`config.mk`:
```
export PLATFORM = sky130hd
export DESIGN_NAME = kqf_front
export DESIGN_NICKNAME = d
export VERILOG_FILES = /design/src/rtl/core/kqf_pkg.sv /design/src/rtl/core/kqf_front.sv
export SDC_FILE = /design/constraint.sdc
export NUM_CORES = 1
export LEC_CHECK = 0
export ABC_CLOCK_PERIOD_IN_PS = 14600
export BUFFER_PORTS_ARGS = -buffer_cell sky130_fd_sc_hd__buf_2
export CAP_MARGIN = 20
export CORE_MARGIN = 2
export CORE_UTILIZATION = 56
export CTS_CLUSTER_SIZE = 20
export DETAILED_ROUTE_END_ITERATION = 8
export GPL_TIMING_DRIVEN = 1
export PLACE_DENSITY = 0.82
export SETUP_SLACK_MARGIN = 0.1
export SYNTH_ARGS = -nofsm -noshare
export SYNTH_HDL_FRONTEND = slang
export SYNTH_SLANG_ARGS = --single-unit
```
`constraint.sdc`:
```
create_clock -name clk -period 14.6 [get_ports clk]
set_input_delay 2.92 -clock clk [delete_from_list [all_inputs] [get_ports clk]]
set_output_delay 2.92 -clock clk [all_outputs]
set_load 0.02 [all_outputs]
```
`src/rtl/core/kqf_pkg.sv`:
```
`default_nettype none
package kqf_pkg;

  localparam int SAMPLE_BITS    = 16;
  localparam int FRAC_BITS      = 8;
  localparam int VALUE_BITS     = 24;
  localparam int BAND_BITS      = 3;
  localparam int SIZE_BITS      = 4;
  localparam int NUM_QUAD       = 4;
  localparam int DEF_MAX_WINDOW = 15;
  localparam int CFG_AW         = 4;
  localparam int CFG_DW         = 32;

  typedef enum logic [1:0] {
    REG_WINDOW_SIZE   = 2'd0,
    REG_USE_NO_DATA   = 2'd1,
    REG_NO_DATA_VALUE = 2'd2
  } reg_idx_t;

  typedef struct packed {
    logic signed [SAMPLE_BITS-1:0] pixel_value;
    logic [BAND_BITS-1:0]          band;
    logic                          last_pixel;
  } pixel_t;

  typedef struct packed {
    logic signed [VALUE_BITS-1:0] filtered_value;
    logic                         is_no_data;
    logic [BAND_BITS-1:0]         band_out;
    logic [1:0]                   chosen_quadrant;
  } result_t;

  typedef enum logic [3:0] {
    B_IDLE,
    B_SPR_MUL,
    B_SPR_SUB,
    B_CMP_SQ,
    B_CMP_MUL,
    B_CMP_DEC,
    B_DIV_INIT,
    B_DIV,
    B_FIN,
    B_OUT
  } back_state_t;

  // Widths of the per-quadrant statistics, from the largest quadrant side.
  function automatic int cnt_w(input int side);
    return $clog2(side * side + 1);
  endfunction

  function automatic int sum_w(input int side);
    return SAMPLE_BITS + cnt_w(side);
  endfunction

  function automatic int sq_w(input int side);
    return 2 * SAMPLE_BITS - 1 + cnt_w(side);
  endfunction

  function automatic int entry_w(input int side);
    return NUM_QUAD * (cnt_w(side) + sum_w(side) + sq_w(side)) + BAND_BITS;
  endfunction

endpackage
`default_nettype wire

```
`src/rtl/core/kqf_front.sv`:
```
`default_nettype none
module kqf_front #(
  parameter int MAX_WINDOW = kqf_pkg::DEF_MAX_WINDOW,
  parameter int EW = kqf_pkg::entry_w(MAX_WINDOW / 2)
) (
  input  wire logic                                  clk,
  input  wire logic                                  rst,
  input  wire logic                                  pixel_valid,
  output logic                                       pixel_ready,
  input  wire kqf_pkg::pixel_t                       pixel,
  input  wire logic [kqf_pkg::SIZE_BITS-1:0]         window_size,
  input  wire logic                                  use_no_data,
  input  wire logic signed [kqf_pkg::SAMPLE_BITS-1:0] no_data_value,
  input  wire logic                                  q_full,
  output logic                                       q_push,
  output logic [EW-1:0]                              q_data
);
  import kqf_pkg::*;

  localparam int HALF = MAX_WINDOW / 2;
  localparam int CW   = cnt_w(HALF);
  localparam int SW   = sum_w(HALF);
  localparam int QW2  = sq_w(HALF);
  localparam int QW   = CW + SW + QW2;
  localparam int PW   = $clog2(MAX_WINDOW + 1);
  localparam int GW   = ((PW > SIZE_BITS) ? PW : SIZE_BITS) + 1;

  logic [CW-1:0]        cnt [NUM_QUAD];
  logic signed [SW-1:0] sum [NUM_QUAD];
  logic [QW2-1:0]       sq  [NUM_QUAD];
  logic [CW-1:0]        cnt_next [NUM_QUAD];
  logic signed [SW-1:0] sum_next [NUM_QUAD];
  logic [QW2-1:0]       sq_next  [NUM_QUAD];
  logic [PW-1:0]        row;
  logic [PW-1:0]        col;

  logic                 accept;
  logic [GW-1:0]        w, h, r, c, c_inc;
  logic                 top, bot, lft, rgt, take;
  logic [1:0]           quad;
  logic [SAMPLE_BITS-1:0]   mag;
  logic [2*SAMPLE_BITS-1:0] mag_sq;

  assign pixel_ready = !q_full;
  assign accept      = pixel_valid && pixel_ready;

  always_comb begin
    w = (GW'(window_size) > GW'(MAX_WINDOW)) ? GW'(MAX_WINDOW) : GW'(window_size);
    h = (w != '0) ? ((w - GW'(1)) >> 1) : '0;
    r = GW'(row);
    c = GW'(col);
    c_inc = c + GW'(1);
    top = r < h;
    bot = (r > h) && (r < w);
    lft = c < h;
    rgt = (c > h) && (c < w);
    take = (top || bot) && (lft || rgt) &&
           !(use_no_data && (pixel.pixel_value == no_data_value));
    quad = {rgt, bot};
    mag = pixel.pixel_value[SAMPLE_BITS-1] ? SAMPLE_BITS'(-pixel.pixel_value)
                                           : SAMPLE_BITS'(pixel.pixel_value);
    mag_sq = mag * mag;
    for (int q = 0; q < NUM_QUAD; q++) begin
      cnt_next[q] = cnt[q];
      sum_next[q] = sum[q];
      sq_next[q]  = sq[q];
      if (take && (quad == 2'(q))) begin
        cnt_next[q] = cnt[q] + CW'(1);
        sum_next[q] = sum[q] + SW'(pixel.pixel_value);
        sq_next[q]  = sq[q] + QW2'(mag_sq);
      end
    end
  end

  // The entry holds the window totals including the closing pixel.
  always_comb begin
    q_data = '0;
    for (int q = 0; q < NUM_QUAD; q++) begin
      q_data[q*QW +: QW] = {cnt_next[q], sum_next[q], sq_next[q]};
    end
    q_data[EW-1 -: BAND_BITS] = pixel.band;
  end

  assign q_push = accept && pixel.last_pixel;

  always_ff @(posedge clk) begin
    if (rst || q_push) begin
      row <= '0;
      col <= '0;
      for (int q = 0; q < NUM_QUAD; q++) begin
        cnt[q] <= '0;
        sum[q] <= '0;
        sq[q]  <= '0;
      end
    end else if (accept) begin
      for (int q = 0; q < NUM_QUAD; q++) begin
        cnt[q] <= cnt_next[q];
        sum[q] <= sum_next[q];
        sq[q]  <= sq_next[q];
      end
      if (c_inc >= w) begin
        col <= '0;
        if (row < PW'(MAX_WINDOW)) begin
          row <= row + PW'(1);
        end
      end else begin
        col <= c_inc[PW-1:0];
      end
    end
  end

endmodule
`default_nettype wire

```
==> impl_results.md <==
* CTS tree: yes
* Vias in the first global route at 29.7k
* Die Width at 241 um
* Gr usage total at 35.7%
* DRT Pass-1 Iters at 6
* Post-Syn Area at 31400 um2
* Clk_lat worst skew at between 0.5 and 0.6 ns
* Synth area leaders: edfxtp_1, ha_1, fa_1
* Core footprint at 55200 um2
* Number of synthesized flops with an enable pin at 260
* Drt first-iter violations at 3304
* Final wirelength at 119000 um
* Min-Delay Path Class: register to register
* RePlAce Congestion at 0.983
* Seq cells post-synth at roughly 270
* Achievable frequency at 65.8 MHz
* Crit path max-delay cell type: fa_1
* CTS sink count at 268
* I/O pin count at 310
* Dpl hpwl at around 80000 um
* Layout area overhead at 33.4%
* Reg2Reg Setup Slack at 8.16 ns
* Seq/Total Area, Yosys at between 20% and 30%
* Synth Flop Type: edfxtp_1
* Failing checks: negative setup slack
* Path depth of the worst reg2reg path at 39
* Clk pin slew, worst setup/hold paths at 0.05 ns
* Final Skew at 0.0224 ns
* Hold buffer count at CTS at 0
* RSZ-0062 raised after global routing: yes
* Fin crit share at 104%
* Synth unique cells at 95
* Final Setup Violations at 64
* Layout cells sized above 1 at 29.7%
* Initial core utilization at between 50% and 60%
* Yosys top cell area share at 24.9%
* R2R Path End: sq[0][31]
* Die Footprint at 58000 um2
* Most used cell along the critical path: fa_1
* DRC Markers at 0
* Via count at 32.1k
* CP Data Required Time at 11.68 ns
* Max-cap violation count at 0
* Initial antenna violation count at 4
* WL/cell at 23.1 um
* First-pass GRT wire length at approximately 160000 um
* H-tree depth at 2
* Routed vias/inst at 6.24
* Final setup margin at -0.606 ns
* Min-Delay Endpoint: col[0]
* Status: finished with violations
* Delay of the slowest critical-path stage at roughly 0.58 ns
* Worst EP arrival at approximately 12 ns
* Setup TNS at -18.87 ns
* Max FO, Critical Path at 4
* Async SR Flop Fraction at 0%
* Total gr overflow at 0
* Hold_sp: col[0]
* Synth Area per Inst at 8.70 um2
* Max-slew violation count at 0
* Total CTS buffers at 36
* Critical path class: primary input to primary output
* Largest net degree at the start of global routing at around 120
* Port Buffer Count at approximately 300
* Clk buf depth at 3
* Std cell rows at 86
* Tightest Pin Transition at 1.12 ns
* Nets at 4903
* Syn Inst Count at 3608
* Final hold violations at 0
* Synth warn at 0
* CTS root buffer: clkbuf_16
* Slew margin rel. at 25.2%
* CP Capture Type: primary output
* Worst Setup Start Kind: primary input
* RR Startpoint: col[1]
* Die height at approximately 240 um
* Leading area contributor after synthesis: edfxtp_1
* Depth of the worst hold-timing path at 2
* Tmin final at between 15 and 20 ns
* Routed Antenna Nets at 0
## placed cells by master (no fill, tap or decap), types with 28 or more instances in the layout
cell type | synthesis | final
a21o_1 | 125 | 125
a21oi_1 | 204 | 153
a21oi_2 | 4 | 40
a31oi_1 | 40 | 28
and2_1 | 253 | 249
buf_2 | 36 | 230
buf_4 | 9 | 489
buf_6 | 1 | 107
clkbuf_16 | 0 | 38
edfxtp_1 | 260 | 260
fa_1 | 167 | 165
ha_1 | 333 | 282
ha_4 | 0 | 46
inv_1 | 294 | 278
nand2_1 | 515 | 482
nand3_1 | 59 | 48
nand4_1 | 46 | 46
nor2_1 | 181 | 157
nor3_1 | 36 | 29
o21a_1 | 31 | 31
o21ai_0 | 226 | 160
o21ai_1 | 30 | 56
o21ai_2 | 1 | 32
xnor2_1 | 163 | 136
xor2_1 | 107 | 91
## worst max path at each step
| stage | to | slack (ns) | start |
|---|---|---|---|
| floorplan | q_data[101] | 0.10 | pixel[4] |
| global placement | q_data[100] | -0.27 | pixel[7] |
| detailed placement | q_data[228] | -0.41 | pixel[7] |
| CTS | q_data[228] | 0.07 | pixel[5] |
| global route | q_data[33] | -0.80 | pixel[5] |
| finish | q_data[31] | -0.61 | pixel[5] |
## per-stage QoR
step                      cell area [um2]  setup slack [ns]  cells  hold WS (ns)  utilization (%)
after floorplan                     31800             0.105   3619         0.494                -
after global placement              36600            -0.271   4936         0.523             66.4
after detailed placement            36600            -0.406   4936         0.540             66.4
after CTS                           39200            0.0679   5057         0.553             71.0
after global routing                41900            -0.804   5135         0.595             75.8
final                               41900            -0.606   5136         0.550             75.8
## cell type report
class                   instances  area [um2]
flip-flops and latches        268        7970
diodes                          3        7.51
fillers                      3526       13300
clock buffers                  50        1030
clock inverters                15         173
repair buffers                830        6100
inverters                     301        1150
well taps                     748         936
multi-input cells            2921       24500
## cells in the mapped netlist (7+ instances only)
cell type,count
or3_1,17
o21ai_0,226
dfxtp_1,8
xnor2_1,163
a31oi_1,40
o2111ai_1,16
buf_4,9
nor2b_1,26
nand3_1,59
nor2_1,181
nor3_1,36
o21ai_1,30
xor2_1,107
inv_1,294
a21o_1,125
o31ai_1,30
a41oi_1,16
a211oi_1,15
or4_1,7
nand2b_1,25
a211o_1,7
o211ai_1,20
clkbuf_1,79
nand4_1,46
a21oi_1,204
and3_1,30
buf_2,36
and2_1,253
o21bai_1,26
mux2i_1,9
ha_1,333
or2_2,9
nand2_1,515
fa_1,167
nor4_1,13
nor3b_1,9
o21a_1,31
edfxtp_1,260
## logic make-up (layout without fill, tap and decap cells)
logic type	after synthesis	count (layout)	share of synthesized area (%)
and+or+nand+nor	1254	1254	19.4
AOI/OAI and AO/OA	868	868	17.7
adders and majority gates	500	500	23.9
buffers and inverters	430	1196	5.43
xor gates and xnor gates	271	271	7.59
DFF	268	268	25.4
muxes	15	15	0.502
other	2	16	0.0239
## metal layers
metal  up-vias  global-route usage [%]  wire [um]
li1      14100                       -          -
met1     15200                    45.3      42800
met3       659                    9.48      14100
met4         2                    19.9      10100
met5         -                       0         16
met2      2062                    55.4      51800
## flip-flops by register name (all words and copies together), names as in the netlist
| register | count |
|---|---|
| cnt | 24 |
| col | 4 |
| row | 4 |
| sq | 148 |
| sum | 88 |
## worst max-delay path: cells and delay by family
family          cells  cell delay [ns]
buf+inv            15             1.58
fa+ha+maj           9             3.64
compound gates     14             2.89
xor+xnor            2             0.32
simple gates        6             0.92
## timing repair
item                                    CTS  global route
endpoints found under the hold margin     0             0
buffers inserted                         56            81
gates cloned                              0             0
endpoints found under the setup margin   57            75
pin swaps                               107           223
gates resized for setup                 177           487
Power is not shown: default switching activity piles up to over one toggle a cycle in this logic, so the estimate is an artifact.
