--- config.mk ---
export PLATFORM = sky130hd
export DESIGN_NAME = kqf_back
export DESIGN_NICKNAME = d
export VERILOG_FILES = /design/src/rtl/core/kqf_pkg.sv /design/src/rtl/core/kqf_back.sv
export SDC_FILE = /design/constraint.sdc
export NUM_CORES = 2
export LEC_CHECK = 0
export ABC_AREA = 1
export BUFFER_PORTS_ARGS = -buffer_cell sky130_fd_sc_hd__buf_2
export CORE_MARGIN = 5
export CORE_UTILIZATION = 25
export CTS_BUF_LIST = sky130_fd_sc_hd__clkbuf_16
export CTS_CLUSTER_DIAMETER = 30
export DETAILED_ROUTE_END_ITERATION = 10
export GPL_ROUTABILITY_DRIVEN = 0
export PLACE_DENSITY = 0.48
export SLEW_MARGIN = 20
export SYNTH_ARGS = -nofsm -noshare
export SYNTH_HDL_FRONTEND = slang
export SYNTH_SLANG_ARGS = --single-unit
--- constraint.sdc ---
create_clock -name clk -period 11.6 [get_ports clk]
set_clock_uncertainty 0.15 [all_clocks]
set_input_delay 0 -clock clk [delete_from_list [all_inputs] [get_ports clk]]
set_output_delay 0 -clock clk [all_outputs]
set_load 0.1 [all_outputs]
--- src/rtl/core/kqf_pkg.sv ---
`default_nettype none
package kqf_pkg;

  localparam int SAMPLE_BITS    = 16;
  localparam int FRAC_BITS      = 8;
  localparam int VALUE_BITS     = 24;
  localparam int BAND_BITS      = 3;
  localparam int SIZE_BITS      = 4;
  localparam int NUM_QUAD       = 4;
  localparam int DEF_MAX_WINDOW = 15;
  localparam int CFG_AW         = 4;
  localparam int CFG_DW         = 32;

  typedef enum logic [1:0] {
    REG_WINDOW_SIZE   = 2'd0,
    REG_USE_NO_DATA   = 2'd1,
    REG_NO_DATA_VALUE = 2'd2
  } reg_idx_t;

  typedef struct packed {
    logic signed [SAMPLE_BITS-1:0] pixel_value;
    logic [BAND_BITS-1:0]          band;
    logic                          last_pixel;
  } pixel_t;

  typedef struct packed {
    logic signed [VALUE_BITS-1:0] filtered_value;
    logic                         is_no_data;
    logic [BAND_BITS-1:0]         band_out;
    logic [1:0]                   chosen_quadrant;
  } result_t;

  typedef enum logic [3:0] {
    B_IDLE,
    B_SPR_MUL,
    B_SPR_SUB,
    B_CMP_SQ,
    B_CMP_MUL,
    B_CMP_DEC,
    B_DIV_INIT,
    B_DIV,
    B_FIN,
    B_OUT
  } back_state_t;

  // Widths of the per-quadrant statistics, from the largest quadrant side.
  function automatic int cnt_w(input int side);
    return $clog2(side * side + 1);
  endfunction

  function automatic int sum_w(input int side);
    return SAMPLE_BITS + cnt_w(side);
  endfunction

  function automatic int sq_w(input int side);
    return 2 * SAMPLE_BITS - 1 + cnt_w(side);
  endfunction

  function automatic int entry_w(input int side);
    return NUM_QUAD * (cnt_w(side) + sum_w(side) + sq_w(side)) + BAND_BITS;
  endfunction

endpackage
`default_nettype wire

--- src/rtl/core/kqf_back.sv ---
`default_nettype none
module kqf_back #(
  parameter int MAX_WINDOW = kqf_pkg::DEF_MAX_WINDOW,
  parameter int EW = kqf_pkg::entry_w(MAX_WINDOW / 2)
) (
  input  wire logic                                  clk,
  input  wire logic                                  rst,
  input  wire logic                                  q_valid,
  input  wire logic [EW-1:0]                         q_data,
  output logic                                       q_pop,
  input  wire logic signed [kqf_pkg::SAMPLE_BITS-1:0] no_data_value,
  output logic                                       result_valid,
  input  wire logic                                  result_ready,
  output kqf_pkg::result_t                           result
);
  import kqf_pkg::*;

  localparam int HALF = MAX_WINDOW / 2;
  localparam int CW   = cnt_w(HALF);
  localparam int SW   = sum_w(HALF);
  localparam int QW2  = sq_w(HALF);
  localparam int QW   = CW + SW + QW2;
  localparam int PSW  = CW + QW2;
  localparam int LW   = PSW + 2 * CW;
  localparam int DW   = SW + FRAC_BITS;
  localparam int DCW  = $clog2(DW + 1);

  back_state_t state, state_next;

  logic [CW-1:0]        cnt [NUM_QUAD];
  logic signed [SW-1:0] sum [NUM_QUAD];
  logic [QW2-1:0]       sq  [NUM_QUAD];
  logic [PSW-1:0]       spr [NUM_QUAD];
  logic [BAND_BITS-1:0] band;
  logic                 empty;
  logic [1:0]           k;
  logic [1:0]           best;
  logic [PSW-1:0]       p1;
  logic [2*SW-1:0]      p2;
  logic [2*CW-1:0]      nb2, nq2;
  logic [LW-1:0]        lhs, rhs;
  logic [DW-1:0]        dvd;
  logic [CW:0]          rem;
  logic [DCW-1:0]       dcnt;
  logic                 neg;
  result_t              res;

  logic                 load_empty;
  logic [SW-1:0]        sum_mag;
  logic [CW:0]          rem_sh;
  logic                 rem_ge;
  logic [DW-1:0]        quo_signed;

  always_comb begin
    load_empty = 1'b0;
    for (int q = 0; q < NUM_QUAD; q++) begin
      if (q_data[q*QW + QW2 + SW +: CW] == '0) begin
        load_empty = 1'b1;
      end
    end
  end

  always_comb begin
    state_next = state;
    unique case (state)
      B_IDLE:     if (q_valid) begin
                    state_next = load_empty ? B_OUT : B_SPR_MUL;
                  end
      B_SPR_MUL:  state_next = B_SPR_SUB;
      B_SPR_SUB:  state_next = (k == 2'd3) ? B_CMP_SQ : B_SPR_MUL;
      B_CMP_SQ:   state_next = B_CMP_MUL;
      B_CMP_MUL:  state_next = B_CMP_DEC;
      B_CMP_DEC:  state_next = (k == 2'd3) ? B_DIV_INIT : B_CMP_SQ;
      B_DIV_INIT: state_next = B_DIV;
      B_DIV:      if (dcnt == DCW'(DW - 1)) begin
                    state_next = B_FIN;
                  end
      B_FIN:      state_next = B_OUT;
      B_OUT:      if (result_ready) begin
                    state_next = B_IDLE;
                  end
      default:    state_next = B_IDLE;
    endcase
  end

  always_comb begin
    q_pop        = (state == B_IDLE) && q_valid;
    result_valid = (state == B_OUT);
  end

  assign result = res;

  always_comb begin
    sum_mag    = sum[best][SW-1] ? SW'(-sum[best]) : SW'(sum[best]);
    rem_sh     = {rem[CW-1:0], dvd[DW-1]};
    rem_ge     = rem_sh >= {1'b0, cnt[best]};
    quo_signed = neg ? (DW'(0) - dvd) : dvd;
  end

  always_ff @(posedge clk) begin
    if (rst) begin
      state <= B_IDLE;
    end else begin
      state <= state_next;
    end
  end

  always_ff @(posedge clk) begin
    case (state)
      B_IDLE: begin
        if (q_valid) begin
          for (int q = 0; q < NUM_QUAD; q++) begin
            {cnt[q], sum[q], sq[q]} <= q_data[q*QW +: QW];
          end
          band  <= q_data[EW-1 -: BAND_BITS];
          empty <= load_empty;
          k     <= 2'd0;
          best  <= 2'd0;
          res.filtered_value  <= {no_data_value, {FRAC_BITS{1'b0}}};
          res.is_no_data      <= 1'b1;
          res.band_out        <= q_data[EW-1 -: BAND_BITS];
          res.chosen_quadrant <= 2'd0;
        end
      end
      B_SPR_MUL: begin
        p1 <= cnt[k] * sq[k];
        p2 <= (sum[k][SW-1] ? SW'(-sum[k]) : SW'(sum[k])) *
              (sum[k][SW-1] ? SW'(-sum[k]) : SW'(sum[k]));
      end
      B_SPR_SUB: begin
        // n*S2 - S^2 cannot go negative, so the truncated square is safe.
        spr[k] <= p1 - PSW'(p2);
        k      <= (k == 2'd3) ? 2'd1 : k + 2'd1;
      end
      B_CMP_SQ: begin
        nb2 <= cnt[best] * cnt[best];
        nq2 <= cnt[k] * cnt[k];
      end
      B_CMP_MUL: begin
        lhs <= spr[k] * nb2;
        rhs <= spr[best] * nq2;
      end
      B_CMP_DEC: begin
        if (lhs < rhs) begin
          best <= k;
        end
        k <= k + 2'd1;
      end
      B_DIV_INIT: begin
        dvd  <= {sum_mag, {FRAC_BITS{1'b0}}};
        neg  <= sum[best][SW-1];
        rem  <= '0;
        dcnt <= '0;
      end
      B_DIV: begin
        rem  <= rem_ge ? (rem_sh - {1'b0, cnt[best]}) : rem_sh;
        dvd  <= {dvd[DW-2:0], rem_ge};
        dcnt <= dcnt + DCW'(1);
      end
      B_FIN: begin
        res.filtered_value  <= quo_signed[VALUE_BITS-1:0];
        res.is_no_data      <= 1'b0;
        res.band_out        <= band;
        res.chosen_quadrant <= best;
      end
      default: begin
      end
    endcase
  end

`ifndef NO_ASSERTIONS
  a_nodata_quad: assert property (@(posedge clk) disable iff (rst)
      result_valid && result.is_no_data |-> result.chosen_quadrant == 2'd0)
    else $error("no-data result must report quadrant zero");
  a_empty_skips: assert property (@(posedge clk) disable iff (rst)
      (state == B_SPR_MUL) |-> !empty)
    else $error("variance pass started on a window with an empty quadrant");
  a_div_bound: assert property (@(posedge clk) disable iff (rst)
      (state == B_DIV) |-> dcnt < DCW'(DW))
    else $error("divider ran past its last step");
`endif

endmodule
`default_nettype wire

==> metrics <==
Via-to-Cell Ratio 4.36; Starting Density 25.1%; Nets 13500; Hold Path Depth 4; CTS max path bufs 4; drt drc 0; synthesized area per cell 9.11 um2; final setup violation count 0; post-synth top area share 34.0%; CTS tree yes; Reg area 22000 um2; min cycle time layout 10.82 ns; DP HPWL 237 mm; row cnt 222; I/O pins 315; via count 70100; Die Area 380000 um2; Seq/Total Area, Yosys 24.0%; ys async rst share 0%; first-pass GRT wire length 452 mm; period utilisation layout 93.3%; type of the worst min-delay path primary input to flip-flop; worst setup path class flip-flop to flip-flop; dominant cell type by area after synthesis fa_1; startpoint types flip-flop; Synth Register Bits 736; Yosys Warn Count 0; largest cells by area after synthesis fa_1, edfxtp_1, nand2_1; setup_tns 0 ns; Reg clk slew, reported paths 0.05 ns; Slowest Stage Delay on Critical Path 0.60 ns; RSZ-0062 raised after global routing no; number of setup buffers added after CTS 0; status completed; placed insts 15200; first drt pass iteration count 6; CP Buf/Inv Count 10; Post-Place Setup Slack 0.866 ns; Max Slew Vio Count 0; synthesized instance count 10100; most frequent cell on the critical path fa_1; area of the multi-input gates 61200 um2; grt total ovfl 0; CTS Hold Bufs 565; reg-to-reg critical path endpoint p2[42]$_DFFE_PP_; critical path depth 40; layout cells sized above 1 7.18%; Fin. Hold Viols 0; chip width 616 um; critical path required time 11.99 ns; Post-Route WL 292 mm; number of CTS-inserted buffers 185; WL/cell 18.1 um; FF-to-FF path depth 40; DP Area 99800 um2; Post-synth EDFFs 728; largest net degree at the start of global routing 175; CP top delay family adder cells; initial antenna violation count 7; critical path peak fanout 49; core region area 366000 um2; worst skew pair latency 0.87 ns; port buffer count 314; Finished Layout Cells 16100; Crit-path slowest cell inv_1; iteration-0 DRC count of the detailed router 4257; ys flop type edfxtp_1; Crit. End Element flip-flop; total track usage 15.2%; post-synth cell types 67; H-tree Lvls 4; die height 616 um; CTS resizes 0; post-route ant nets 0; Slew Limit Headroom 20.9%; area delta synth->final 21.7%; Max Cap Viol 0; Post-Syn Area 91900 um2; Worst Tran Pin Value 1.19 ns; worst hold start no_data_value[11]; WHS Endpoint result[25]$_DFFE_PP_; PnR worst setup slack 0.781 ns; total clock sinks 736; worst path arrival time 11.21 ns; R2R Setup Slk 0.78 ns; FMAX 92.4 MHz; final instance area 112000 um2; # fillers 38400; vias in the first global route 74300; worst r2r src k[1]$_DFFE_PP_; CTS Root Buffer Type clkbuf_16
-- per-layer routing --
| layer | up-vias | wire length, um | global-route usage [%] | part of all wire [%] |
|---|---|---|---|---|
| met4 | 4 | 9040 | 4.27 | 3.1 |
| met1 | 35000 | 135000 | 21.1 | 46 |
| li1 | 33000 | - | - | - |
| met3 | 338 | 13700 | 1.99 | 4.7 |
| met5 | - | 27 | 0 | 0.0093 |
| met2 | 1732 | 134000 | 24.9 | 46 |
-- registers in the layout (all words and copies together) (netlist names), 5 cells and up, named ones only --
name,flops
cnt,24
result,30
rem,6
sum,88
nb2,11
rhs,55
p2,42
lhs,55
spr,172
dcnt,5
sq,148
nq2,11
dvd,30
p1,43
-- area by class of cell --
type                    count  share of cell area (%)
multi-input cells        7021                    54.7
flip-flops and latches    736                    19.7
inverters                2180                    7.33
repair buffers            981                    7.17
well taps                4816                    5.39
clock buffers             187                    4.18
clock inverters           145                    1.56
diodes                      3                 0.00671
-- cells by family (layout without fill, tap and decap cells) --
| family | Yosys count | count (layout) | synth area share, % |
|---|---|---|---|
| muxes | 1 | 1 | 0.0109 |
| other | 2 | 142 | 0.00817 |
| DFF | 736 | 736 | 24.0 |
| AOI/OAI and AO/OA | 928 | 928 | 5.76 |
| and+or+nand+nor | 3503 | 3503 | 15.1 |
| xor gates and xnor gates | 304 | 304 | 2.95 |
| buffers and inverters | 2471 | 3493 | 10.2 |
| adders and majority gates | 2146 | 2146 | 41.9 |
-- how the worst max path moves through the flow --
stage	slack, ns	end	start
floorplan	2.18	p2[42]$_DFFE_PP_	k[0]$_DFFE_PP_
global placement	0.94	p2[42]$_DFFE_PP_	k[1]$_DFFE_PP_
detailed placement	0.87	p2[42]$_DFFE_PP_	k[1]$_DFFE_PP_
CTS	0.76	p2[42]$_DFFE_PP_	k[1]$_DFFE_PP_
global route	0.29	p2[42]$_DFFE_PP_	k[1]$_DFFE_PP_
finish	0.78	p2[42]$_DFFE_PP_	k[1]$_DFFE_PP_
-- cells in the final DEF, fill, tap and decap left out, drive strengths merged, types with 15 or more instances in the layout --
cell,instances
edfxtp,728
clkbuf,187
dlygate4sd3,565
buf,416
inv,2192
o21a,21
nor2,851
clkinvlp,19
nand2,2228
o21ai,297
o21bai,15
o22ai,32
fa,1560
xor2,180
ha,586
o221ai,15
bufinv,34
xnor2,124
nor3,45
nand4,37
a21oi,401
a21o,18
clkinv,80
a32oi,18
conb,139
nand3,314
a31oi,33
-- tightest hold or removal path, cell delays in order --
cell and delay [ns]:
dlygate4sd3_1 0.59, buf_2 0.18, nand2_1 0.07, o21ai_0 0.12
-- synth_stat cells (8+ instances only) --
| library cell | n |
|---|---|
| a211oi_1 | 11 |
| a21o_1 | 18 |
| a21oi_1 | 399 |
| a31oi_1 | 33 |
| a32o_1 | 12 |
| a32oi_1 | 16 |
| buf_1 | 40 |
| buf_2 | 44 |
| buf_6 | 8 |
| clkbuf_1 | 194 |
| clkinv_1 | 15 |
| dfxtp_1 | 8 |
| edfxtp_1 | 728 |
| fa_1 | 1560 |
| ha_1 | 586 |
| inv_1 | 2148 |
| inv_2 | 16 |
| nand2_1 | 2208 |
| nand2_2 | 18 |
| nand3_1 | 311 |
| nand4_1 | 36 |
| nor2_1 | 837 |
| nor2_2 | 9 |
| nor3_1 | 45 |
| nor4_1 | 11 |
| o2111ai_1 | 10 |
| o211ai_1 | 9 |
| o21a_1 | 21 |
| o21ai_0 | 280 |
| o21ai_1 | 15 |
| o21bai_1 | 15 |
| o221ai_1 | 15 |
| o22ai_1 | 32 |
| o31ai_1 | 9 |
| xnor2_1 | 120 |
| xor2_1 | 179 |
-- through the flow --
step / hold slack [ns] / utilization [%]
6_report: 0.0820 / 30.6
2_1_floorplan: -0.0809 / -
4_1_cts: 0.0115 / 30.6
3_5_place_dp: 0.0281 / 27.3
3_3_place_gp: 0.0269 / 27.3
5_1_grt: 0.0332 / 30.6
Power is left out: the tool's default activity adds up to more than one toggle a clock period on the data nets, which glitch-free logic cannot reach.
