$ cat config.mk
export PLATFORM = sky130hd
export DESIGN_NAME = kqf_fifo
export DESIGN_NICKNAME = d
export VERILOG_FILES = /design/src/rtl/core/kqf_pkg.sv /design/src/rtl/core/kqf_fifo.sv
export SDC_FILE = /design/constraint.sdc
export NUM_CORES = 1
export LEC_CHECK = 0
export BUFFER_PORTS_ARGS = -buffer_cell sky130_fd_sc_hd__buf_2
export CORE_UTILIZATION = 52
export CTS_BUF_LIST = sky130_fd_sc_hd__clkbuf_16
export CTS_CLUSTER_DIAMETER = 100
export DETAILED_ROUTE_END_ITERATION = 7
export GPL_ROUTABILITY_DRIVEN = 0
export PLACE_DENSITY = 0.76
export SLEW_MARGIN = 30
export SYNTH_ARGS = -nofsm -noshare
export SYNTH_HDL_FRONTEND = slang
export SYNTH_SLANG_ARGS = --single-unit
$ cat constraint.sdc
create_clock -name clk -period 2 [get_ports clk]
set_input_delay 0.4 -clock clk [delete_from_list [all_inputs] [get_ports clk]]
set_output_delay 0.4 -clock clk [all_outputs]
set_load 0.05 [all_outputs]
$ cat src/rtl/core/kqf_pkg.sv
`default_nettype none
package kqf_pkg;

  localparam int SAMPLE_BITS    = 16;
  localparam int FRAC_BITS      = 8;
  localparam int VALUE_BITS     = 24;
  localparam int BAND_BITS      = 3;
  localparam int SIZE_BITS      = 4;
  localparam int NUM_QUAD       = 4;
  localparam int DEF_MAX_WINDOW = 15;
  localparam int CFG_AW         = 4;
  localparam int CFG_DW         = 32;

  typedef enum logic [1:0] {
    REG_WINDOW_SIZE   = 2'd0,
    REG_USE_NO_DATA   = 2'd1,
    REG_NO_DATA_VALUE = 2'd2
  } reg_idx_t;

  typedef struct packed {
    logic signed [SAMPLE_BITS-1:0] pixel_value;
    logic [BAND_BITS-1:0]          band;
    logic                          last_pixel;
  } pixel_t;

  typedef struct packed {
    logic signed [VALUE_BITS-1:0] filtered_value;
    logic                         is_no_data;
    logic [BAND_BITS-1:0]         band_out;
    logic [1:0]                   chosen_quadrant;
  } result_t;

  typedef enum logic [3:0] {
    B_IDLE,
    B_SPR_MUL,
    B_SPR_SUB,
    B_CMP_SQ,
    B_CMP_MUL,
    B_CMP_DEC,
    B_DIV_INIT,
    B_DIV,
    B_FIN,
    B_OUT
  } back_state_t;

  // Widths of the per-quadrant statistics, from the largest quadrant side.
  function automatic int cnt_w(input int side);
    return $clog2(side * side + 1);
  endfunction

  function automatic int sum_w(input int side);
    return SAMPLE_BITS + cnt_w(side);
  endfunction

  function automatic int sq_w(input int side);
    return 2 * SAMPLE_BITS - 1 + cnt_w(side);
  endfunction

  function automatic int entry_w(input int side);
    return NUM_QUAD * (cnt_w(side) + sum_w(side) + sq_w(side)) + BAND_BITS;
  endfunction

endpackage
`default_nettype wire

$ cat src/rtl/core/kqf_fifo.sv
`default_nettype none
module kqf_fifo #(
  parameter int EW = 8
) (
  input  wire logic          clk,
  input  wire logic          rst,
  input  wire logic          push,
  input  wire logic [EW-1:0] push_data,
  output logic               full,
  input  wire logic          pop,
  output logic               not_empty,
  output logic [EW-1:0]      pop_data
);
  import kqf_pkg::*;

  logic [EW-1:0] mem [2];
  logic          wr_ptr;
  logic          rd_ptr;
  logic [1:0]    fill;

  assign full      = (fill == 2'd2);
  assign not_empty = (fill != 2'd0);
  assign pop_data  = mem[rd_ptr];

  always_ff @(posedge clk) begin
    if (push) begin
      mem[wr_ptr] <= push_data;
    end
  end

  always_ff @(posedge clk) begin
    if (rst) begin
      wr_ptr <= 1'b0;
      rd_ptr <= 1'b0;
      fill   <= 2'd0;
    end else begin
      if (push) begin
        wr_ptr <= !wr_ptr;
      end
      if (pop) begin
        rd_ptr <= !rd_ptr;
      end
      fill <= fill + 2'(push) - 2'(pop);
    end
  end

`ifndef NO_ASSERTIONS
  a_no_overflow: assert property (@(posedge clk) disable iff (rst) push |-> !full || pop)
    else $error("window entry pushed into a full queue");
  a_no_underflow: assert property (@(posedge clk) disable iff (rst) pop |-> not_empty)
    else $error("window entry popped from an empty queue");
  a_fill_range: assert property (@(posedge clk) disable iff (rst) fill != 2'd3)
    else $error("queue fill count out of range");
`endif

endmodule
`default_nettype wire

==> metrics, run 1 <==
number of distinct library cells after synthesis=12; RSZ-0062 raised after global routing=false; worst min-delay path class=input port to register; area delta synth->final=25.8%; main combinational cell family by area after synthesis=multiplexers; number of antenna violations at the first check in global routing=0; total congestion overflow after global routing=0; Crit path largest cell delay=540 ps; synthesized area divided by synthesized cell count=17.3 µm²; post-route minimum period=1780 ps; post-synthesis net count=60; number of max-slew violations in the final report=0; Die ar.=1690 µm²; total routing resource utilization after global routing=0.201; total number of vias=445; adder-cell share of the synthesized area=0.0315; clock latency at the later pin of the worst-skew pair=250 ps; largest net degree at the start of global routing=12; post_cts resized=0; Max Cap Viol=0; post-CTS setup buffers=0; share of the synthesized area in compound gates (AO/OA/AOI/OAI)=0; Comb power frac=0.199; leakage dissipation=0.416 nW; y dimension of the die=41.1 µm; Filler Cell Count=99; total iterations of the first detailed-routing run=2; clock share of power=0.347; power density normalized to cell area=1170 nW/µm²; Register Area=581 µm²; Hold Vio Cnt, Final=0; CTS Root Cell=clkbuf_16; Simple-Gate Fraction of Synth Area=0.0583; Routed wire per std cell=14.8 µm; clock tree from TritonCTS=built; run status=completed; final setup violation count=0; Die X-Extent=41.1 µm; total placed instance area=921 µm²; share of synthesized area occupied by flip-flops and latches=0.731; Worst Max-Slew Pin Slew=424 ps; top cells by area in the synthesized netlist=edfxtp_1 60%, dfxtp_1 13%, mux2_1 11%; arrival time at the worst endpoint=1380 ps; slew margin rel.=0.717; Crit Path Max Fanout=8; violation count after the first detailed-routing iteration=2; required time at the worst-slack endpoint=1600 ps; synthesized cell area=795 µm²; total area of multi-input combinational cells=201 µm²; layout cells sized above 1=0.352; number of placed I/O pins=22; setup tns final=0 ps; clock buffer count from CTS=3; internal power=0.851 mW; placed wire-length estimate=849 µm; DRC=0; YS warnings=0; Sequential Power Share=0.454; number of global-route vias before repair=439; peak supply drop=0.760 mV; number of nets in the final layout=86; Cell Chain, Critical Path=mux2_1, buf_2; Sw Ratio=0.269; Worst setup EP type=output port; library cell occupying the most area in the post-synthesis netlist=edfxtp_1; starting utilization of the core area=0.582; sw power=0.314 mW; Worst Skew=2.64 ps; category of the worst setup path launch point=register; Tcrit/Tclk final=0.891; Synth top area share=0.605; WHS=339 ps; Detailed Route WL=1.28 mm; xor-xnor portion of the synthesized cell area=0.0504; Seq cells post-synth=21; Worst-path clk slew=50 ps; placeable core region=1370 µm²; number of routed nets with antenna violations=0; quantity of hold-fixing buffers added after cts=0; synthesized instance count=46; number of diodes added for antenna fixing=0; achievable clock frequency=0.561 GHz; total of buffers placed on input and output ports=21; clk buf depth=2; design area=1000 µm²; global-route wire length before repair=1.97 mm; mux contribution to synthesized area=0.113; row count=13; routed via count divided by cell count=5.17; Clock Sink Count=21; H-tree depth=1; Slowest cell on crit path=dfxtp_1; crit path kind=register to output port
-- cells in the final DEF, fill, tap and decap left out --
| cell type | netlist | final |
|---|---|---|
| edfxtp_1 | 16 | 16 |
| mux2_1 | 8 | 8 |
| buf_2 | 1 | 21 |
| xnor2_1 | 2 | 2 |
| and2_1 | 1 | 1 |
| clkbuf_16 | 0 | 3 |
| xnor3_1 | 1 | 1 |
| ha_1 | 2 | 2 |
| or2_1 | 1 | 1 |
| nor2_1 | 4 | 4 |
| dfxtp_1 | 5 | 5 |
| nor2b_1 | 3 | 3 |
| inv_1 | 2 | 3 |
| buf_4 | 0 | 1 |
-- power by group through the flow --
stage	Clock (mW)	Combinational, mW	Sequential, mW
after floorplan	0	0.185	0.527
after global placement	0	0.228	0.534
after detailed placement	0	0.231	0.536
after CTS	0.411	0.235	0.530
after global routing	0.420	0.248	0.534
final	0.404	0.232	0.529
-- cell type report --
cell class,count,area share
Clock buffer,3,0.0751
Sequential cell,21,0.581
Inverter,2,0.00751
Clock inverter,1,0.00375
Multi-Input combinational cell,22,0.202
Timing Repair Buffer,22,0.113
Tap cell,15,0.0188
-- state kept, by name, indices dropped and copies added, names as in the netlist, named ones only --
| signal | count |
|---|---|
| fill | 2 |
| mem | 16 |
| rd_ptr | 1 |
| wr_ptr | 1 |
-- cell families (layout without fill, tap and decap cells) --
group	count (synthesis)	after routing
buffers and inverters	3	28
flip-flops	21	21
adder cells (fa/ha/maj)	2	2
multiplexers	8	8
AND/OR/NAND/NOR	9	9
XOR/XNOR	3	3
-- Yosys cell counts --
master    instances
nor2_1            4
nor2b_1           3
or2_1             1
xnor3_1           1
and2_1            1
edfxtp_1         16
ha_1              2
mux2_1            8
buf_2             1
xnor2_1           2
inv_1             2
dfxtp_1           5
-- worst max-delay path, delay by kind of cell, from the launching register on --
kind	cells	cell delay (ps)
muxes	1	370
buffers and inverters	1	220
DFF	1	540
-- through the flow --
stage,setup WS [ps],instances,power (mW),util
after CTS,213,86,1.18,0.732
after global routing,157,86,1.20,0.732
after global placement,499,82,0.763,0.674
after floorplan,540,46,0.711,-
final,218,86,1.16,0.732
after detailed placement,488,82,0.767,0.674
-- worst paths after layout --
| kind | from | endpoint | slack, ps | cells after the start |
|---|---|---|---|---|
| max | register | pop_data[3] | 220 | 2 |
| min | push_data[3] | mem[0][3]$_DFFE_PP_ | 340 | 1 |
| max reg2reg | fill[0]$_SDFF_PP0_ | fill[1]$_SDFF_PP0_ | 610 | 6 |
| min reg2reg | rd_ptr$_SDFFE_PP0P_ | rd_ptr$_SDFFE_PP0P_ | 520 | 2 |
-- per-layer routing --
layer | GRT usage | wire length (µm) | vias to the layer above | share of wire
met5 | 0 | 0 | - | 0
met4 | 0.121 | 10 | 0 | 0.0078
met1 | 0.196 | 501 | 215 | 0.39
li1 | - | - | 212 | -
met3 | 0.0652 | 57 | 2 | 0.045
met2 | 0.363 | 705 | 16 | 0.55
Power figures use the tool's default switching activity.
==> run 2, diff against run 1 <==
--- a/config.mk
+++ b/config.mk
@@ -6,12 +6,12 @@
 export NUM_CORES = 1
 export LEC_CHECK = 0
 export BUFFER_PORTS_ARGS = -buffer_cell sky130_fd_sc_hd__buf_2
-export CORE_UTILIZATION = 52
+export CORE_UTILIZATION = 48
 export CTS_BUF_LIST = sky130_fd_sc_hd__clkbuf_16
 export CTS_CLUSTER_DIAMETER = 100
 export DETAILED_ROUTE_END_ITERATION = 7
 export GPL_ROUTABILITY_DRIVEN = 0
-export PLACE_DENSITY = 0.76
+export PLACE_DENSITY = 0.71
 export SLEW_MARGIN = 30
 export SYNTH_ARGS = -nofsm -noshare
 export SYNTH_HDL_FRONTEND = slang
==> constraint.sdc (replaced) <==
create_clock -name clk -period 1.9 [get_ports clk]
set_input_delay 0.38 -clock clk [delete_from_list [all_inputs] [get_ports clk]]
set_output_delay 0.38 -clock clk [all_outputs]
set_load 0.05 [all_outputs]
==> run 2 against run 1 <==
Effect of this change: die area increased by 7.9%; final area increased by 0.25%; global-route usage decreased by 5.1 points; sequential cell count unchanged; register-to-register slack got worse by 90 ps; hold slack got worse by 19 ps; critical path depth unchanged; count of clock-buffer cells in the layout unchanged; via count decreased by 2.9%; largest cell class unchanged; first-iteration DRC count decreased by 100%; wire length decreased by 14%; highest routed layer unchanged.
==> metrics, run 2 (same netlist as run 1, synthesis figures left out) <==
slew margin rel.=0.753 (+0.0365); Die ar.=1820 µm² (+7.9%); sw power=0.325 mW (+3.5%); achievable clock frequency=0.581 GHz; H-tree depth=1 (unchanged); largest registers=mem: 16 flops, fill: 2 flops; area delta synth->final=26.1%; critical path buffer and inverter count=1 (unchanged); total of buffers placed on input and output ports=21 (unchanged); RSZ-0062 raised after global routing=false; number of placed I/O pins=22 (unchanged); Slowest cell on crit path=dfxtp_1; internal power=0.898 mW (+5.5%); routed via count divided by cell count=4.97 (-4.0%); Worst-path clk slew=50 ps (about the same); Max Cap Viol=0 (unchanged); Layout Cells excl Fill=87 (+1.2%); r2r worst-path depth=6 (unchanged); crit path kind=register to output port; Sw Ratio=0.266 (-0.00384); category of the worst setup path launch point=register; post_cts resized=0 (unchanged); placeable core region=1520 µm² (+12%); largest net degree at the start of global routing=13 (+1); total iterations of the first detailed-routing run=1 (-1); number of flip-flops under the largest register name=16 (unchanged); required time at the worst-slack endpoint=1520 ps (-80 ps); Die X-Extent=42.7 µm (+3.9%); Detailed Route WL=1.09 mm (-14%); Tcrit/Tclk final=0.905; peak supply drop=0.858 mV (+13%); Routed wire per std cell=12.6 µm (-15%); worst flop-to-flop path startpoint=fill[0]$_SDFF_PP0_; largest register by flop count=mem; Crit path largest cell delay=520 ps (-20 ps); total routing resource utilization after global routing=0.151 (-0.0507); leading cell types in the layout, fill and taps excluded=21 x buf_2, 16 x edfxtp_1, 8 x mux2_1, 5 x dfxtp_1, 4 x nor2_1; Sequential Power Share=0.453 (about the same); number of routed nets with antenna violations=0 (unchanged); CTS Root Cell=clkbuf_16; run status=completed; number of nets in the final layout=86 (unchanged); Filler Cell Count=114 (+15%); power density normalized to cell area=1220 nW/µm² (+4.7%); final setup violation count=0 (unchanged); number of max-slew violations in the final report=0 (unchanged); Worst setup EP type=output port; clock buffer count from CTS=3 (unchanged); clk buf depth=2 (unchanged); WHS=320 ps (-19.1 ps); Crit Path Max Fanout=8 (unchanged); number of antenna violations at the first check in global routing=0 (unchanged); Worst Max-Slew Pin Slew=370 ps (-53.9 ps); leakage dissipation=0.414 nW (-0.34%); R2R setup slack=520 ps (-90 ps); number of diodes added for antenna fixing=0 (unchanged); layout cells sized above 1=0.366 (+0.0141); global-route wire length before repair=1.87 mm (-4.9%); row count=14 (+1); Worst Skew=3.07 ps (+0.425 ps); end of the critical path=pop_data[2]; DRC=0 (unchanged); quantity of hold-fixing buffers added after cts=0 (unchanged); top cell family by delay on the critical path=flip-flops; worst min-delay path class=input port to register; total number of vias=432 (-2.9%); end of the worst register-to-register path=fill[1]$_SDFF_PP0_; Cell Chain, Critical Path=mux2_1, buf_2; post-CTS setup buffers=0 (unchanged); number of instances in the placed design=83 (+1.2%); post-route minimum period=1720 ps; total congestion overflow after global routing=0 (unchanged); starting utilization of the core area=0.521 (-0.0602); Comb power frac=0.198 (about the same); most common library cell in the layout ignoring fill and taps=buf_2; Clock Sink Count=21 (unchanged); arrival time at the worst endpoint=1340 ps (-40 ps); violation count after the first detailed-routing iteration=0 (-2); setup tns final=0 ps (unchanged); clock tree from TritonCTS=built; y dimension of the die=42.7 µm (+3.9%); clock share of power=0.349 (+0.002); number of global-route vias before repair=426 (-3.0%); clock latency at the later pin of the worst-skew pair=250 ps (about the same); instance count on the critical path=2 (unchanged); Hold Vio Cnt, Final=0 (unchanged)
-- run 2: layout make-up --
| type | instances | area, µm² | share of cell area |
|---|---|---|---|
| clock buffer | 3 | 75.1 | 0.0749 |
| clock inverter | 1 | 5.00 | 0.00499 |
| sequential | 21 | 581 | 0.579 |
| tap | 16 | 20.0 | 0.0200 |
| timing repair buffer | 22 | 113 | 0.112 |
| multi-input combinational | 22 | 201 | 0.201 |
| inverter | 2 | 7.51 | 0.00749 |
-- run 2: metal layers --
| metal | share of wire | GRT usage | wire length (µm) | vias up |
|---|---|---|---|---|
| li1 | - | - | - | 215 |
| met1 | 0.42 | 0.185 | 462 | 201 |
| met2 | 0.51 | 0.236 | 557 | 12 |
| met3 | 0.039 | 0.0383 | 43 | 4 |
| met4 | 0.028 | 0.0938 | 31 | 0 |
| met5 | 0 | 0 | 0 | - |
-- run 2: stage by stage --
step / area (µm²) / util / total power, mW / setup WS, ps
final: 1000 / 0.658 / 1.22 / 180
after global routing: 1000 / 0.658 / 1.28 / 95.4
after CTS: 1000 / 0.658 / 1.24 / 148
after detailed placement: 922 / 0.605 / 0.808 / 401
after global placement: 922 / 0.605 / 0.802 / 413
after floorplan: 795 / - / 0.749 / 460
-- run 2: how the worst min path moves through the flow --
stage	startpoint	endpoint	slack, ps	depth (start not counted)
floorplan	rst	fill[0]$_SDFF_PP0_	450	1
global placement	rd_ptr$_SDFFE_PP0P_	rd_ptr$_SDFFE_PP0P_	510	2
detailed placement	rd_ptr$_SDFFE_PP0P_	register	530	2
CTS	push_data[2]	mem[0][2]$_DFFE_PP_	320	1
global route	push_data[2]	mem[0][2]$_DFFE_PP_	320	1
finish	push_data[2]	mem[0][2]$_DFFE_PP_	320	1
-- run 2: worst reg2reg max path, cell delays in order, from the launching register on --
cell and delay (ps):
dfxtp_1 350, inv_1 60, ha_1 260, inv_1 60
ha_1 130, xnor3_1 370, nor2_1 90
-- run 2: power by group through the flow --
stage | sequential, mW | clock [mW] | combinational (mW)
after floorplan | 0.554 | 0 | 0.194
after global placement | 0.563 | 0 | 0.240
after detailed placement | 0.564 | 0 | 0.243
after CTS | 0.556 | 0.438 | 0.244
after global routing | 0.559 | 0.462 | 0.257
final | 0.554 | 0.427 | 0.242
==> run 3, diff against run 2 <==
--- a/config.mk
+++ b/config.mk
@@ -7,7 +7,6 @@
 export LEC_CHECK = 0
 export BUFFER_PORTS_ARGS = -buffer_cell sky130_fd_sc_hd__buf_2
 export CORE_UTILIZATION = 48
-export CTS_BUF_LIST = sky130_fd_sc_hd__clkbuf_16
 export CTS_CLUSTER_DIAMETER = 100
 export DETAILED_ROUTE_END_ITERATION = 7
 export GPL_ROUTABILITY_DRIVEN = 0
==> run 3 against run 2 <==
Effect of this change: core utilization shrank 3.4 points; sequential power is essentially flat; fmax shrank 3.6%; sequential share of layout area grew 3.2 points; count of clock-buffer cells in the layout is the same; register-to-register slack is essentially flat; global-route usage shrank 1.2 points; combinational power is essentially flat; critical path type unchanged; highest routed layer is now met3.
==> metrics, run 3 (same netlist as run 1, synthesis figures left out) <==
run status=completed; DRC=0 (unchanged); Final Worst Setup Slack=116 ps (-63.7 ps); startpoint of the most critical hold path=push_data[2]; Worst setup EP type=output port; M1 GR Usage=0.182 (-0.00348); total congestion overflow after global routing=0 (unchanged); CTS Root Cell=clkbuf_4; largest net degree at the start of global routing=13 (unchanged); H-tree depth=1 (unchanged); placeable core region=1520 µm² (unchanged); number of nets in the final layout=86 (unchanged); clock buffer count from CTS=3 (unchanged); Worst Skew=7.38 ps (+4.31 ps); total area of multi-input combinational cells=201 µm² (unchanged); Clock Sink Count=21 (unchanged); design area=950 µm² (-5.2%); row count=14 (unchanged); leading cell types in the layout, fill and taps excluded=21 x buf_2, 16 x edfxtp_1, 8 x mux2_1, 5 x dfxtp_1, 4 x nor2_1; post_cts resized=0 (unchanged); Crit path largest cell delay=540 ps (+20 ps); Post-Place Worst Slack=401 ps (unchanged); clk buf depth=2 (unchanged); clock tree from TritonCTS=built; number of routed nets with antenna violations=0 (unchanged); post-route minimum period=1780 ps (+63.7 ps); total iterations of the first detailed-routing run=4 (+3); largest register by flop count=mem; violation count after the first detailed-routing iteration=2 (+2); category of the worst setup path launch point=register; Tcrit/Tclk final=0.939 (+0.0335); Layout Cells excl Fill=87 (unchanged); total number of vias=419 (-3.0%); final setup violation count=0 (unchanged); y dimension of the die=42.7 µm (unchanged); slew margin rel.=0.748 (-0.00495); Die X-Extent=42.7 µm (unchanged); met2 demand-to-capacity share in global routing=0.236 (unchanged); required time at the worst-slack endpoint=1520 ps (about the same); arrival time at the worst endpoint=1400 ps (+60 ps); most common library cell in the layout ignoring fill and taps=buf_2; Worst Max-Slew Pin Slew=378 ps (+7.43 ps); largest registers=mem: 16 flops, fill: 2 flops; number of flip-flops under the largest register name=16 (unchanged); Design Power=1.00 mW (-18%); Filler Cell Count=122 (+7.0%); number of max-slew violations in the final report=0 (unchanged); crit path kind=register to output port; Hold Vio Cnt, Final=0 (unchanged); Routed wire per std cell=12.5 µm (-0.46%); number of instances in the placed design=83 (unchanged); starting utilization of the core area=0.521 (unchanged); Register Area=581 µm² (unchanged); Slowest cell on crit path=dfxtp_1; number of antenna violations at the first check in global routing=0 (unchanged); number of diodes added for antenna fixing=0 (unchanged); WHS=266 ps (-53.2 ps); area delta synth->final=19.5%; quantity of hold-fixing buffers added after cts=0 (unchanged); total routing resource utilization after global routing=0.139 (-0.0120); clock latency at the later pin of the worst-skew pair=290 ps (+40 ps); top cell family by delay on the critical path=flip-flops; critical path buffer and inverter count=1 (unchanged); Die ar.=1820 µm² (unchanged); setup tns final=0 ps (unchanged); busiest layer in global routing=met2; post-CTS setup buffers=0 (unchanged); Max Cap Viol=0 (unchanged); achievable clock frequency=0.561 GHz (-3.6%); peak supply drop=0.584 mV (-32%); number of global-route vias before repair=423 (-0.70%); met3 layer usage reported by global route=0.0255 (-0.0128); number of placed I/O pins=22 (unchanged); global-route wire length before repair=1.83 mm (-2.2%); Worst-path clk slew=120 ps (+70 ps); total of buffers placed on input and output ports=21 (unchanged); layout cells sized above 1=0.366 (unchanged); worst min-delay path class=input port to register; leakage dissipation=0.391 nW (-5.6%); Cell Chain, Critical Path=mux2_1, buf_2; total placed instance area=922 µm² (unchanged); routed via count divided by cell count=4.82 (-3.0%); Detailed Route WL=1.09 mm (-0.46%); Crit Path Max Fanout=8 (unchanged); worst flop-to-flop path startpoint=fill[0]$_SDFF_PP0_; RSZ-0062 raised after global routing=false; Util after Layout=0.623 (-0.0345); power density normalized to cell area=1050 nW/µm² (-14%)
## run 3: path summary, 6_finish.rpt
check | to | slack [ps] | cells past startpoint
worst min register to register | register | 560 | 2
worst min-delay path | mem[1][2]$_DFFE_PP_ | 270 | 1
worst max-delay path | pop_data[2] | 120 | 2
worst max register to register | fill[1]$_SDFF_PP0_ | 510 | 6
## run 3: area by class of cell
class,instances,area share
well taps,16,0.0211
clock buffers,3,0.0237
clock inverters,1,0.00527
repair buffers,22,0.119
multi-input cells,22,0.212
flip-flops and latches,21,0.611
inverters,2,0.00791
## run 3: metal layers
layer | share of wire | vias up
met5 | 0 | -
met4 | 0 | 0
met1 | 0.45 | 197
met2 | 0.51 | 10
met3 | 0.039 | 0
li1 | - | 212
## run 3: power by group
group | switching (mW) | total (mW) | internal, mW
logic | 0.160 | 0.242 | 0.0819
registers | 0.0200 | 0.553 | 0.533
clock network | 0.127 | 0.206 | 0.0782
